===== config.mk =====
export PLATFORM = sky130hd
export DESIGN_NAME = record_fifo_with_search_core_flat
export DESIGN_NICKNAME = d
export VERILOG_FILES = /design/src/rtl/rfs_pkg.sv /design/src/rtl/rfs_in_if.sv /design/src/rtl/rfs_out_if.sv /design/src/rtl/record_fifo_with_search_core.sv /design/src/rtl/rfs_cell.sv /design/src/flat_wrapper.sv
export SDC_FILE = /design/constraint.sdc
export NUM_CORES = 1
export LEC_CHECK = 0
export BUFFER_PORTS_ARGS = -buffer_cell sky130_fd_sc_hd__buf_4
export CAP_MARGIN = 15
export CORE_ASPECT_RATIO = 1.75
export CORE_UTILIZATION = 60
export CTS_BUF_LIST = sky130_fd_sc_hd__clkbuf_16
export DETAILED_ROUTE_END_ITERATION = 7
export GPL_TIMING_DRIVEN = 0
export PLACE_DENSITY_LB_ADDON = 0.3
export REMOVE_ABC_BUFFERS = 1
export SLEW_MARGIN = 20
export SYNTH_ARGS = -nofsm -noshare
export SYNTH_HDL_FRONTEND = slang
export SYNTH_SLANG_ARGS = --single-unit

===== constraint.sdc =====
create_clock -name i_clk -period 5.9 [get_ports i_clk]
set_input_delay 0.295 -clock i_clk [delete_from_list [all_inputs] [get_ports i_clk]]
set_output_delay 0.295 -clock i_clk [all_outputs]
set_load 0.02 [all_outputs]

===== src/rtl/rfs_pkg.sv =====
// ----------------------------------------------------------------------------
// Record FIFO with search package
// Field widths, command and status codes, and the cell control type.
// ----------------------------------------------------------------------------
package rfs_pkg;

    localparam int CMD_W  = 2;
    localparam int CODE_W = 32;
    localparam int AGE_W  = 8;
    localparam int STAT_W = 2;
    localparam int CNT_W  = 5;

    typedef enum logic [CMD_W-1:0] {
        CMD_ENQUEUE = 2'd0,
        CMD_DEQUEUE = 2'd1,
        CMD_SEARCH  = 2'd2,
        CMD_CLEAR   = 2'd3
    } t_cmd;

    typedef enum logic [STAT_W-1:0] {
        ST_OK    = 2'd0,
        ST_EMPTY = 2'd1,
        ST_FULL  = 2'd2
    } t_status;

    typedef struct packed {
        logic load;
        logic shift;
    } t_cell_ctl;

endpackage


===== src/rtl/rfs_in_if.sv =====
// ----------------------------------------------------------------------------
// Command channel interface
// Valid/ready channel that carries one command transaction.
// ----------------------------------------------------------------------------
interface rfs_in_if import rfs_pkg::*; ();
    logic                     valid;
    logic                     ready;
    logic [CMD_W-1:0]         command;
    logic signed [CODE_W-1:0] item_code;
    logic [AGE_W-1:0]         item_age;

    modport source (output valid, output command, output item_code, output item_age,
                    input ready);
    modport sink (input valid, input command, input item_code, input item_age,
                  output ready);
endinterface


===== src/rtl/rfs_out_if.sv =====
// ----------------------------------------------------------------------------
// Result channel interface
// Valid/ready channel that carries one result transaction.
// ----------------------------------------------------------------------------
interface rfs_out_if import rfs_pkg::*; ();
    logic                     valid;
    logic                     ready;
    logic [STAT_W-1:0]        status;
    logic signed [CODE_W-1:0] out_code;
    logic [AGE_W-1:0]         out_age;
    logic                     found;
    logic                     is_empty;
    logic [CNT_W-1:0]         entry_count;
    logic [CNT_W-1:0]         even_age_count;
    logic [CNT_W-1:0]         odd_age_count;

    modport source (output valid, output status, output out_code, output out_age,
                    output found, output is_empty, output entry_count,
                    output even_age_count, output odd_age_count, input ready);
    modport sink (input valid, input status, input out_code, input out_age,
                  input found, input is_empty, input entry_count,
                  input even_age_count, input odd_age_count, output ready);
endinterface


===== src/rtl/record_fifo_with_search_core.sv =====
// ----------------------------------------------------------------------------
// Record FIFO with search
// Bounded FIFO of code/age records with enqueue, dequeue, search and clear.
// ----------------------------------------------------------------------------
// Commands arrive on i_cmd and each one produces exactly one result on o_res.
// Records sit in a ring of QUEUE_DEPTH cells; cell 0 always holds the oldest.
// Enqueue writes the cell at the current count, dequeue reads cell 0 and
// rotates the ring by one place. Enqueue, dequeue and clear deliver their
// result in the cycle after the command transaction.
// A search rotates the ring through all QUEUE_DEPTH places with a single
// comparator on cell 0 and then delivers its result; the full rotation
// leaves the ring in its original order.
// One command is in work at a time. A new command is taken while a result
// is being delivered, so back-to-back enqueues and dequeues run at one per
// cycle when the receiver keeps ready high.
// Reset empties the queue; cell contents are not cleared and are never read
// before they are written. When the receiver stalls, the result is held and
// no further command is accepted until it is taken.
// ----------------------------------------------------------------------------
module record_fifo_with_search_core import rfs_pkg::*; #(
    parameter int QUEUE_DEPTH = 16
) (
    input  logic       i_clk,
    input  logic       i_rst_n,
    rfs_in_if.sink     i_cmd,
    rfs_out_if.source  o_res
);

    localparam int CW = $clog2(QUEUE_DEPTH + 1);
    localparam int SW = $clog2(QUEUE_DEPTH);

    typedef enum logic {
        S_IDLE,
        S_SEARCH
    } t_state;

    t_state                   r_state;
    logic                     r_out_valid;
    logic [STAT_W-1:0]        r_out_status;
    logic signed [CODE_W-1:0] r_out_code;
    logic [AGE_W-1:0]         r_out_age;
    logic                     r_out_found;
    logic [CW-1:0]            r_count;
    logic [CW-1:0]            r_tally;
    logic [SW-1:0]            r_step;
    logic                     r_found;
    logic signed [CODE_W-1:0] r_key;

    logic [CW-1:0]            n_count;
    logic [CW-1:0]            n_tally;
    logic [STAT_W-1:0]        n_status;
    logic signed [CODE_W-1:0] n_code;
    logic [AGE_W-1:0]         n_age;

    logic                     w_accept;
    logic                     w_load_en;
    logic                     w_deq_shift;
    logic                     w_hit;
    logic signed [CODE_W-1:0] w_code [QUEUE_DEPTH];
    logic [AGE_W-1:0]         w_age  [QUEUE_DEPTH];
    logic [CW-1:0]            w_odd;

    assign i_cmd.ready = (r_state == S_IDLE) && (!r_out_valid || o_res.ready);
    assign w_accept    = i_cmd.valid && i_cmd.ready;

    always_comb begin
        n_count     = r_count;
        n_tally     = r_tally;
        n_status    = ST_OK;
        n_code      = '0;
        n_age       = '0;
        w_load_en   = 1'b0;
        w_deq_shift = 1'b0;
        if (w_accept) begin
            case (i_cmd.command)
                CMD_ENQUEUE: begin
                    if (r_count == CW'(QUEUE_DEPTH)) begin
                        n_status = ST_FULL;
                    end else begin
                        w_load_en = 1'b1;
                        n_count   = r_count + 1'b1;
                        if (!i_cmd.item_age[0]) begin
                            n_tally = r_tally + 1'b1;
                        end
                    end
                end
                CMD_DEQUEUE: begin
                    if (r_count == '0) begin
                        n_status = ST_EMPTY;
                    end else begin
                        w_deq_shift = 1'b1;
                        n_code      = w_code[0];
                        n_age       = w_age[0];
                        n_count     = r_count - 1'b1;
                        if (!w_age[0][0] && (r_tally != '0)) begin
                            n_tally = r_tally - 1'b1;
                        end
                    end
                end
                CMD_CLEAR: begin
                    n_count = '0;
                    n_tally = '0;
                end
                default: begin
                end
            endcase
        end
    end

    assign w_hit = (w_code[0] == r_key) && (CW'(r_step) < r_count);

    for (genvar g = 0; g < QUEUE_DEPTH; g++) begin : g_cell
        t_cell_ctl w_ctl;

        assign w_ctl.load  = w_load_en && (r_count == CW'(g));
        assign w_ctl.shift = w_deq_shift || (r_state == S_SEARCH);

        rfs_cell u_cell (
            .i_clk       (i_clk),
            .i_ctl       (w_ctl),
            .i_load_code (i_cmd.item_code),
            .i_load_age  (i_cmd.item_age),
            .i_nbr_code  (w_code[(g + 1) % QUEUE_DEPTH]),
            .i_nbr_age   (w_age[(g + 1) % QUEUE_DEPTH]),
            .o_code      (w_code[g]),
            .o_age       (w_age[g])
        );
    end

    always_ff @(posedge i_clk) begin
        if (!i_rst_n) begin
            r_state     <= S_IDLE;
            r_out_valid <= 1'b0;
            r_count     <= '0;
            r_tally     <= '0;
            r_step      <= '0;
            r_found     <= 1'b0;
        end else begin
            if (r_out_valid && o_res.ready
                    && !(w_accept && (i_cmd.command != CMD_SEARCH))) begin
                r_out_valid <= 1'b0;
            end
            case (r_state)
                S_IDLE: begin
                    if (w_accept) begin
                        r_count <= n_count;
                        r_tally <= n_tally;
                        if (i_cmd.command == CMD_SEARCH) begin
                            r_state <= S_SEARCH;
                            r_key   <= i_cmd.item_code;
                            r_step  <= '0;
                            r_found <= 1'b0;
                        end else begin
                            r_out_valid  <= 1'b1;
                            r_out_status <= n_status;
                            r_out_code   <= n_code;
                            r_out_age    <= n_age;
                            r_out_found  <= 1'b0;
                        end
                    end
                end
                S_SEARCH: begin
                    r_step  <= r_step + 1'b1;
                    r_found <= r_found || w_hit;
                    if (r_step == SW'(QUEUE_DEPTH - 1)) begin
                        r_state      <= S_IDLE;
                        r_out_valid  <= 1'b1;
                        r_out_status <= ST_OK;
                        r_out_code   <= '0;
                        r_out_age    <= '0;
                        r_out_found  <= r_found || w_hit;
                    end
                end
                default: begin
                    r_state <= S_IDLE;
                end
            endcase
        end
    end

    assign w_odd = r_count - r_tally;

    assign o_res.valid          = r_out_valid;
    assign o_res.status         = r_out_status;
    assign o_res.out_code       = r_out_code;
    assign o_res.out_age        = r_out_age;
    assign o_res.found          = r_out_found;
    assign o_res.is_empty       = (r_count == '0);
    assign o_res.entry_count    = CNT_W'(r_count);
    assign o_res.even_age_count = CNT_W'(r_tally);
    assign o_res.odd_age_count  = CNT_W'(w_odd);

endmodule


===== src/rtl/rfs_cell.sv =====
// ----------------------------------------------------------------------------
// Record storage cell
// Holds one record; loads a new one or takes its neighbor's on a shift.
// ----------------------------------------------------------------------------
module rfs_cell import rfs_pkg::*; (
    input  logic                     i_clk,
    input  t_cell_ctl                i_ctl,
    input  logic signed [CODE_W-1:0] i_load_code,
    input  logic [AGE_W-1:0]         i_load_age,
    input  logic signed [CODE_W-1:0] i_nbr_code,
    input  logic [AGE_W-1:0]         i_nbr_age,
    output logic signed [CODE_W-1:0] o_code,
    output logic [AGE_W-1:0]         o_age
);

    logic signed [CODE_W-1:0] r_code;
    logic [AGE_W-1:0]         r_age;

    always_ff @(posedge i_clk) begin
        if (i_ctl.load) begin
            r_code <= i_load_code;
            r_age  <= i_load_age;
        end else if (i_ctl.shift) begin
            r_code <= i_nbr_code;
            r_age  <= i_nbr_age;
        end
    end

    assign o_code = r_code;
    assign o_age  = r_age;

endmodule


===== src/flat_wrapper.sv =====
// flat-port wrapper written by rule: the top's interface ports become plain ports
module record_fifo_with_search_core_flat import rfs_pkg::*;
#(
    parameter int QUEUE_DEPTH = 16
)
  (i_clk, i_rst_n, i_cmd_valid, i_cmd_command, i_cmd_item_code, i_cmd_item_age, i_cmd_ready, o_res_valid, o_res_status, o_res_out_code, o_res_out_age, o_res_found, o_res_is_empty, o_res_entry_count, o_res_even_age_count, o_res_odd_age_count, o_res_ready);
  rfs_in_if i_cmd_i ();
  rfs_out_if o_res_i ();
  input  logic i_clk;
  input  logic i_rst_n;
  input wire logic [$bits(i_cmd_i.valid)-1:0] i_cmd_valid;
  input wire logic [$bits(i_cmd_i.command)-1:0] i_cmd_command;
  input wire logic [$bits(i_cmd_i.item_code)-1:0] i_cmd_item_code;
  input wire logic [$bits(i_cmd_i.item_age)-1:0] i_cmd_item_age;
  output wire logic [$bits(i_cmd_i.ready)-1:0] i_cmd_ready;
  output wire logic [$bits(o_res_i.valid)-1:0] o_res_valid;
  output wire logic [$bits(o_res_i.status)-1:0] o_res_status;
  output wire logic [$bits(o_res_i.out_code)-1:0] o_res_out_code;
  output wire logic [$bits(o_res_i.out_age)-1:0] o_res_out_age;
  output wire logic [$bits(o_res_i.found)-1:0] o_res_found;
  output wire logic [$bits(o_res_i.is_empty)-1:0] o_res_is_empty;
  output wire logic [$bits(o_res_i.entry_count)-1:0] o_res_entry_count;
  output wire logic [$bits(o_res_i.even_age_count)-1:0] o_res_even_age_count;
  output wire logic [$bits(o_res_i.odd_age_count)-1:0] o_res_odd_age_count;
  input wire logic [$bits(o_res_i.ready)-1:0] o_res_ready;
  assign i_cmd_i.valid = i_cmd_valid;
  assign i_cmd_i.command = i_cmd_command;
  assign i_cmd_i.item_code = i_cmd_item_code;
  assign i_cmd_i.item_age = i_cmd_item_age;
  assign i_cmd_ready = i_cmd_i.ready;
  assign o_res_valid = o_res_i.valid;
  assign o_res_status = o_res_i.status;
  assign o_res_out_code = o_res_i.out_code;
  assign o_res_out_age = o_res_i.out_age;
  assign o_res_found = o_res_i.found;
  assign o_res_is_empty = o_res_i.is_empty;
  assign o_res_entry_count = o_res_i.entry_count;
  assign o_res_even_age_count = o_res_i.even_age_count;
  assign o_res_odd_age_count = o_res_i.odd_age_count;
  assign o_res_i.ready = o_res_ready;
  record_fifo_with_search_core #(.QUEUE_DEPTH(QUEUE_DEPTH)) u_core (.i_clk(i_clk), .i_rst_n(i_rst_n), .i_cmd(i_cmd_i), .o_res(o_res_i));
endmodule

[Yosys cells after proc, flatten, opt, wreduce, memory -nomap -nowiden]
Index checks and enable logic that the tools add are counted.
Operators by class
  bitwise logic cells: 1
  reductions and logical operators: 54
  mux-type cells: 116
  $lt $le $gt $ge: 1
  $add $sub $neg: 6
  equality and inequality tests: 30
Operators with widths (count)
  two-way mux 32 bit: 37
  two-way mux 8 bit: 37
  one-hot mux 32 bit (2 select lines): 1
  equality test 5 x 4 -> 1 bit, second input constant: 8
  equality test 32 bit: 1
  nonzero test 2 bit: 16
  two-way mux 5 bit: 6
  one-hot mux 5 bit (3 select lines): 2
  logical AND 1 bit: 23
  equality test 5 x 3 -> 1 bit, second input constant: 4
  two-way mux 1 bit: 19
  one-hot mux 8 bit (2 select lines): 1
  inequality test 2 bit, second input constant: 7
  adder 5 x 1 -> 5 bit, second input constant: 2
  equality test 5 x 2 -> 1 bit, second input constant: 2
  subtractor 5 x 1 -> 5 bit, second input constant: 2
  two-way mux 2 bit: 4
  two-way mux 4 bit: 2
  one-hot mux 1 bit (2 select lines): 4
  one-hot mux 2 bit (2 select lines): 2
  one-hot mux 4 bit (2 select lines): 1
  AND reduction 4 bit: 2
  AND reduction 7 bit: 1
  equality test 5 x 1 -> 1 bit, second input constant: 1
  17 further kinds: 23
Word-level totals
  register bits after elaboration: 732

[Longest topological paths before layout]
  depth after elaboration: 11
  mapped depth: 10

[Cells and area by module]
From an unflattened synthesis, not the netlist that was laid out.
Second synthesis, totals
  cell total of the unflattened synthesis: 1748
  area total of the unflattened synthesis: 34845.9 µm²
Modules (own cells, without submodules)
  rfs_cell: seq. area each 1201.2 µm², area an instance 1895.6 µm², cells each 86, instances 16
  record_fifo_with_search_core: seq. area each 2592.5 µm², area an instance 4516.8 µm², cells each 372, instances 1

[Worst setup path after synthesis]
Ideal clock, no wire load.
  kind: flip-flop to flip-flop
  start point: register u_core.r_count[1], in the netlist u_core.o_res.entry_count[1]
  end point: register u_core.g_cell[0].u_cell.r_age[0] (enable)
  setup time: 0.493 ns
  required time: 5.407 ns
  path slack: 1.552 ns
  data arrival time: 3.854 ns
  stages on the path, launching flop included: 5
  cells stage by stage: dfxtp_1 inv_1 ha_1 nand2_1 o21ai_0
Between the ends
  longest elaborated chain between the ends: 6
  elaborated cells between the ends (all ways): 11
  those cells by class: eq/ne: 1; mux: 6; reduce/logical: 4
RTL lines
  start, declared: line record_fifo_with_search_core.sv:43  | logic [CW-1:0] r_count;
  start signal, assigned: line record_fifo_with_search_core.sv:146  | r_count <= n_count;
  equality test 5 bit / zero test 5 bit (equally long branches): line record_fifo_with_search_core.sv:77, record_fifo_with_search_core.sv:88, record_fifo_with_search_core.sv:115
  two-way mux 1 bit, on equally long branches: line record_fifo_with_search_core.sv:77, record_fifo_with_search_core.sv:88
  two-way mux 1 bit: line record_fifo_with_search_core.sv:75  | case (i_cmd.command)
  two-way mux 1 bit: line record_fifo_with_search_core.sv:74  | if (w_accept) begin
  logical AND 1 bit / logical OR 1 bit (equally long branches): line record_fifo_with_search_core.sv:115, record_fifo_with_search_core.sv:116
  nonzero test 2 bit (no line) *
  end signal, assigned: line rfs_cell.sv:22  | r_age <= i_load_age;
  end signal, assigned: line rfs_cell.sv:25  | r_age <= i_nbr_age;
  end, declared: line rfs_cell.sv:17  | logic [AGE_W-1:0] r_age;
Mark *: on every way between the ends. The rest lies on a longest branch, timed or not.
A chain may end at the register's enable or synchronous reset.

[Final worst setup path]
  start point: register u_core.r_state
  end point: register u_core.g_cell[6].u_cell.r_code[28] (enable)
Between the ends
  longest elaborated chain between the ends: 6
  elaborated cells between the ends (all ways): 8
  those cells by class: mux: 2; bitwise: 1; reduce/logical: 5
RTL lines
  start, declared: line record_fifo_with_search_core.sv:37  | t_state r_state;
  start signal, assigned: line record_fifo_with_search_core.sv:132  | r_state <= S_IDLE;
  start signal, assigned: line record_fifo_with_search_core.sv:149  | r_state <= S_SEARCH;
  start signal, assigned: line record_fifo_with_search_core.sv:166  | r_state <= S_IDLE;
  NOT 1 bit (no line)
  logical AND 1 bit: line record_fifo_with_search_core.sv:63  | assign i_cmd.ready = (r_state == S_IDLE) && (!r_out_valid || o_res.ready);
  logical AND 1 bit: line record_fifo_with_search_core.sv:64  | assign w_accept = i_cmd.valid && i_cmd.ready;
  two-way mux 1 bit: line record_fifo_with_search_core.sv:74
  logical AND 1 bit / logical OR 1 bit (equally long branches): line record_fifo_with_search_core.sv:115, record_fifo_with_search_core.sv:116
  nonzero test 2 bit (no line) *
  end signal, assigned: line rfs_cell.sv:21  | r_code <= i_load_code;
  end signal, assigned: line rfs_cell.sv:24  | r_code <= i_nbr_code;
  end, declared: line rfs_cell.sv:16  | logic signed [CODE_W-1:0] r_code;
Marks and branches as above.

==> flow_metrics.env <==
export IMPL_status="finished with violations"
export IMPL_violations="DRC"
export IMPL_power_switching_share_pct=22.3
export IMPL_critical_path_peak_fanout=41
export IMPL_diodes=0
export IMPL_synth_cells=1774
export IMPL_seq_power_share_pct=53.7
export IMPL_layout_drive_gt1_share_pct=46.4
export IMPL_remaining_drc_errors=1
export IMPL_grt_setup_unrepaired="no"
export IMPL_totalWireLength_um=70700
export IMPL_setup_tns_ns=0
export IMPL_finalPower_w=0.0115
export IMPL_post_synthesis_sequential_area_ratio_pct=69.2
export IMPL_initial_core_util_pct=61.1
export IMPL_yosysTopAreaCell="sky130_fd_sc_hd__edfxtp_1"
export IMPL_ctsRootBufferMaster="sky130_fd_sc_hd__clkbuf_16"
export IMPL_die_area_mm2=0.0535
export IMPL_route_detailed_wl_per_inst_um=27.0
export IMPL_design_core_area_mm2=0.0516
export IMPL_leakage_nw=12.2
export IMPL_clk_latency_ns=0.61
export IMPL_synthArstFlopShare_pct=0
export IMPL_path_clk_slew_ns=0.07
export IMPL_h_tree_depth=3
export IMPL_worst_clock_skew_ns=0.0321
export IMPL_rows=110
export IMPL_cp_start_kind="flip-flop"
export IMPL_placement_io_buffers=106
export IMPL_dp_hpwl_um=41000
export IMPL_yosys_warnings=0
export IMPL_final_weighted_congestion_of_routability_driven_global_placement=0.819
export IMPL_max_clock_path_buffers=3
export IMPL_synth_top_cells_by_count="715 x sky130_fd_sc_hd__edfxtp_1, 618 x sky130_fd_sc_hd__mux2_2, 50 x sky130_fd_sc_hd__and2_1"
export IMPL_cts_setup_buffers=0
export IMPL_area_growth_synth_to_final_pct=14.4
export IMPL_slew_at_the_pin_closest_to_its_max_slew_limit_ns=0.789
export IMPL_synth_ff_latch_count=732
export IMPL_tritoncts_num_sinks=732
export IMPL_die_h_um=305
export IMPL_ys_dominant_reg_cell="sky130_fd_sc_hd__edfxtp_1"
export IMPL_final_min_clock_period_ns=3.59
export IMPL_synth_largest_type_area_fraction_pct=68.1
export IMPL_total_switching_power_w=0.00256
export IMPL_routed_via_density=6.23
export IMPL_fill_cells=3197
export IMPL_global_route_usage_total_pct=27.3
export IMPL_ir_worst_vdd_uv=210
export IMPL_yosys_cell_count_top_type="sky130_fd_sc_hd__edfxtp_1"
export IMPL_drtIter0Drc=1499
export IMPL_grt_antenna_before_repair=0
export IMPL_die_w_um=175
export IMPL_number_of_enable_flip_flop_cells_after_synthesis=715
export IMPL_drt_pass1_iterations=8
export IMPL_nets_final=1957
export IMPL_hold_path_class="input pin to flip-flop"
export IMPL_routed_via_count=16312
export IMPL_slew_viol_final=0
export IMPL_grt_first_pass_wirelength_um=107000
export IMPL_hold_violations=0
export IMPL_ant_nets=0
export IMPL_placed_cells=2467
export IMPL_setup_worst_path_class="flip-flop to flip-flop"
export IMPL_synth_cell_area_mm2=0.0315
export IMPL_yosysUniqueCellTypes=50
export IMPL_vias_in_the_first_global_route=16907
export IMPL_maximum_number_of_pins_on_one_net_before_global_route_repair=42
export IMPL_power_share_combinational_pct=7.8
export IMPL_internal_power_w=0.00893
export IMPL_critical_path_endpoint_type="flip-flop"
export IMPL_max_freq_mhz=279
export IMPL_numCtsBuffers=66
export IMPL_ios=107
export IMPL_worst_slew_margin_rel_pct=47.4
export IMPL_grt_ovfl_total=0
export IMPL_synthTopCellsByArea="sky130_fd_sc_hd__edfxtp_1 68%, sky130_fd_sc_hd__mux2_2 22%, sky130_fd_sc_hd__dfxtp_1 1.1%, sky130_fd_sc_hd__and2_1 0.99%, sky130_fd_sc_hd__xnor2_1 0.97%"
export IMPL_crit_required_ns=6.11
export IMPL_drv_max_cap_violation_count=0
export IMPL_final_period_utilization_pct=60.8
export IMPL_post_syn_area_per_cell_um2=17.8
export IMPL_p_clk_share_pct=38.5
export IMPL_post_layout_instance_count_excluding_filler_cells=2617
export IMPL_cts_tree="done"
export IMPL_setup_violations_final=0
export IMPL_critical_path_arrival_ns=3.80
export IMPL_p_per_area_mw_per_mm2=319
-- layout make-up --
class	count	area, µm²	share of cell area [%]
multi-input combinational	901	9250	25.6
tap	672	841	2.33
timing repair buffer	173	1890	5.23
clock inverter	55	556	1.54
inverter	18	67.6	0.187
sequential	732	21800	60.5
clock buffer	66	1650	4.58
-- final timing paths --
check / start / to / slack [ns] / cells after the start
min reg2reg: u_core.r_found / u_core.r_found / 0.48 / 2
min: i_cmd_item_code[12] / u_core.r_key[12] / 0.03 / 1
max reg2reg: u_core.r_state / u_core.g_cell[6].u_cell.o_code[28] / 2.31 / 5
max: u_core.r_state / u_core.g_cell[6].u_cell.o_code[28] / 2.31 / 5
-- power groups by stage --
stage / registers, W / logic [W] / clock network [W]
5_1_grt: 0.00619 / 0.000955 / 0.00466
6_report: 0.00617 / 0.000897 / 0.00442
4_1_cts: 0.00617 / 0.000898 / 0.00449
2_1_floorplan: 0.00627 / 0.000443 / 0
3_5_place_dp: 0.00628 / 0.000873 / 0
3_3_place_gp: 0.00631 / 0.000764 / 0
-- layer usage --
metal  wire [µm]  track usage, %  up-vias
met5           0               0        -
met3        4560            3.93      177
li1            -               -     7050
met1       27900            36.4     8400
met4        2540            10.9        0
met2       35700            45.4      685
-- cells in the final DEF (no fill, tap or decap), types with 5 or more instances in the layout --
cell	count
sky130_fd_sc_hd__clkbuf_16	66
sky130_fd_sc_hd__nand4_1	9
sky130_fd_sc_hd__inv_1	30
sky130_fd_sc_hd__dfxtp_1	17
sky130_fd_sc_hd__nor2_1	14
sky130_fd_sc_hd__buf_16	10
sky130_fd_sc_hd__mux2_2	618
sky130_fd_sc_hd__edfxtp_1	715
sky130_fd_sc_hd__nand2_1	16
sky130_fd_sc_hd__buf_4	109
sky130_fd_sc_hd__dlygate4sd3_1	28
sky130_fd_sc_hd__mux2_1	22
sky130_fd_sc_hd__nand2b_4	8
sky130_fd_sc_hd__o21ai_0	7
sky130_fd_sc_hd__inv_6	6
sky130_fd_sc_hd__nand2b_1	6
sky130_fd_sc_hd__clkinv_2	5
sky130_fd_sc_hd__a21oi_1	19
sky130_fd_sc_hd__nand2_4	14
sky130_fd_sc_hd__and2_4	8
sky130_fd_sc_hd__bufinv_16	10
sky130_fd_sc_hd__nand3_1	7
sky130_fd_sc_hd__buf_12	25
sky130_fd_sc_hd__xnor2_1	35
sky130_fd_sc_hd__ha_1	17
sky130_fd_sc_hd__clkinv_1	14
sky130_fd_sc_hd__and2_1	41
-- what timing repair did --
| action | in CTS | in global routing |
|---|---|---|
| endpoints found under the setup margin | 0 | 0 |
| hold endpoints to repair | 31 | 0 |
| resized for setup | 0 | 0 |
| hold buffers | 28 | 0 |
-- metrics by stage --
stage	cell area, µm²	hold slack, ns	worst slack, ns	utilization [%]
CTS	36000	0.00114	2.25	69.8
finish	36100	0.0259	2.31	69.9
detailed placement	33500	0.475	2.30	65.0
global placement	32500	0.463	-2.27	63.0
global route	36100	0.0328	2.15	69.9
floorplan	30900	0.394	1.49	-
-- critical path, cell delays in order (launching register included) --
cell	delay (ns)
sky130_fd_sc_hd__dfxtp_1	0.50
sky130_fd_sc_hd__inv_1	0.30
sky130_fd_sc_hd__nand4_2	0.35
sky130_fd_sc_hd__nor4_2	0.46
sky130_fd_sc_hd__and2_4	0.74
sky130_fd_sc_hd__nand2b_4	0.79
-- state kept, by name, indices dropped and copies added (netlist names) --
| register | cells |
|---|---|
| u_core.o_res.out_code | 32 |
| u_core.g_cell.u_cell.o_code | 512 |
| u_core.o_res.entry_count | 5 |
| u_core.o_res.out_age | 8 |
| u_core.o_res.status | 2 |
| u_core.r_state | 1 |
| u_core.o_res.found | 1 |
| u_core.r_found | 1 |
| u_core.r_step | 4 |
| u_core.o_res.valid | 1 |
| u_core.g_cell.u_cell.o_age | 128 |
| u_core.r_key | 32 |
| u_core.o_res.even_age_count | 5 |
-- logic make-up (layout without fill, tap and decap cells) --
| logic type | after synthesis | in the layout | synth area share (%) |
|---|---|---|---|
| muxes | 642 | 642 | 22.9 |
| and+or+nand+nor | 155 | 155 | 2.87 |
| adders and majority gates | 19 | 19 | 0.802 |
| DFF | 732 | 732 | 69.2 |
| AOI/OAI and AO/OA | 48 | 48 | 0.973 |
| xor gates and xnor gates | 37 | 37 | 1.03 |
| buffers and inverters | 141 | 312 | 2.20 |
Note: power is estimated with default switching activity, not from simulation.
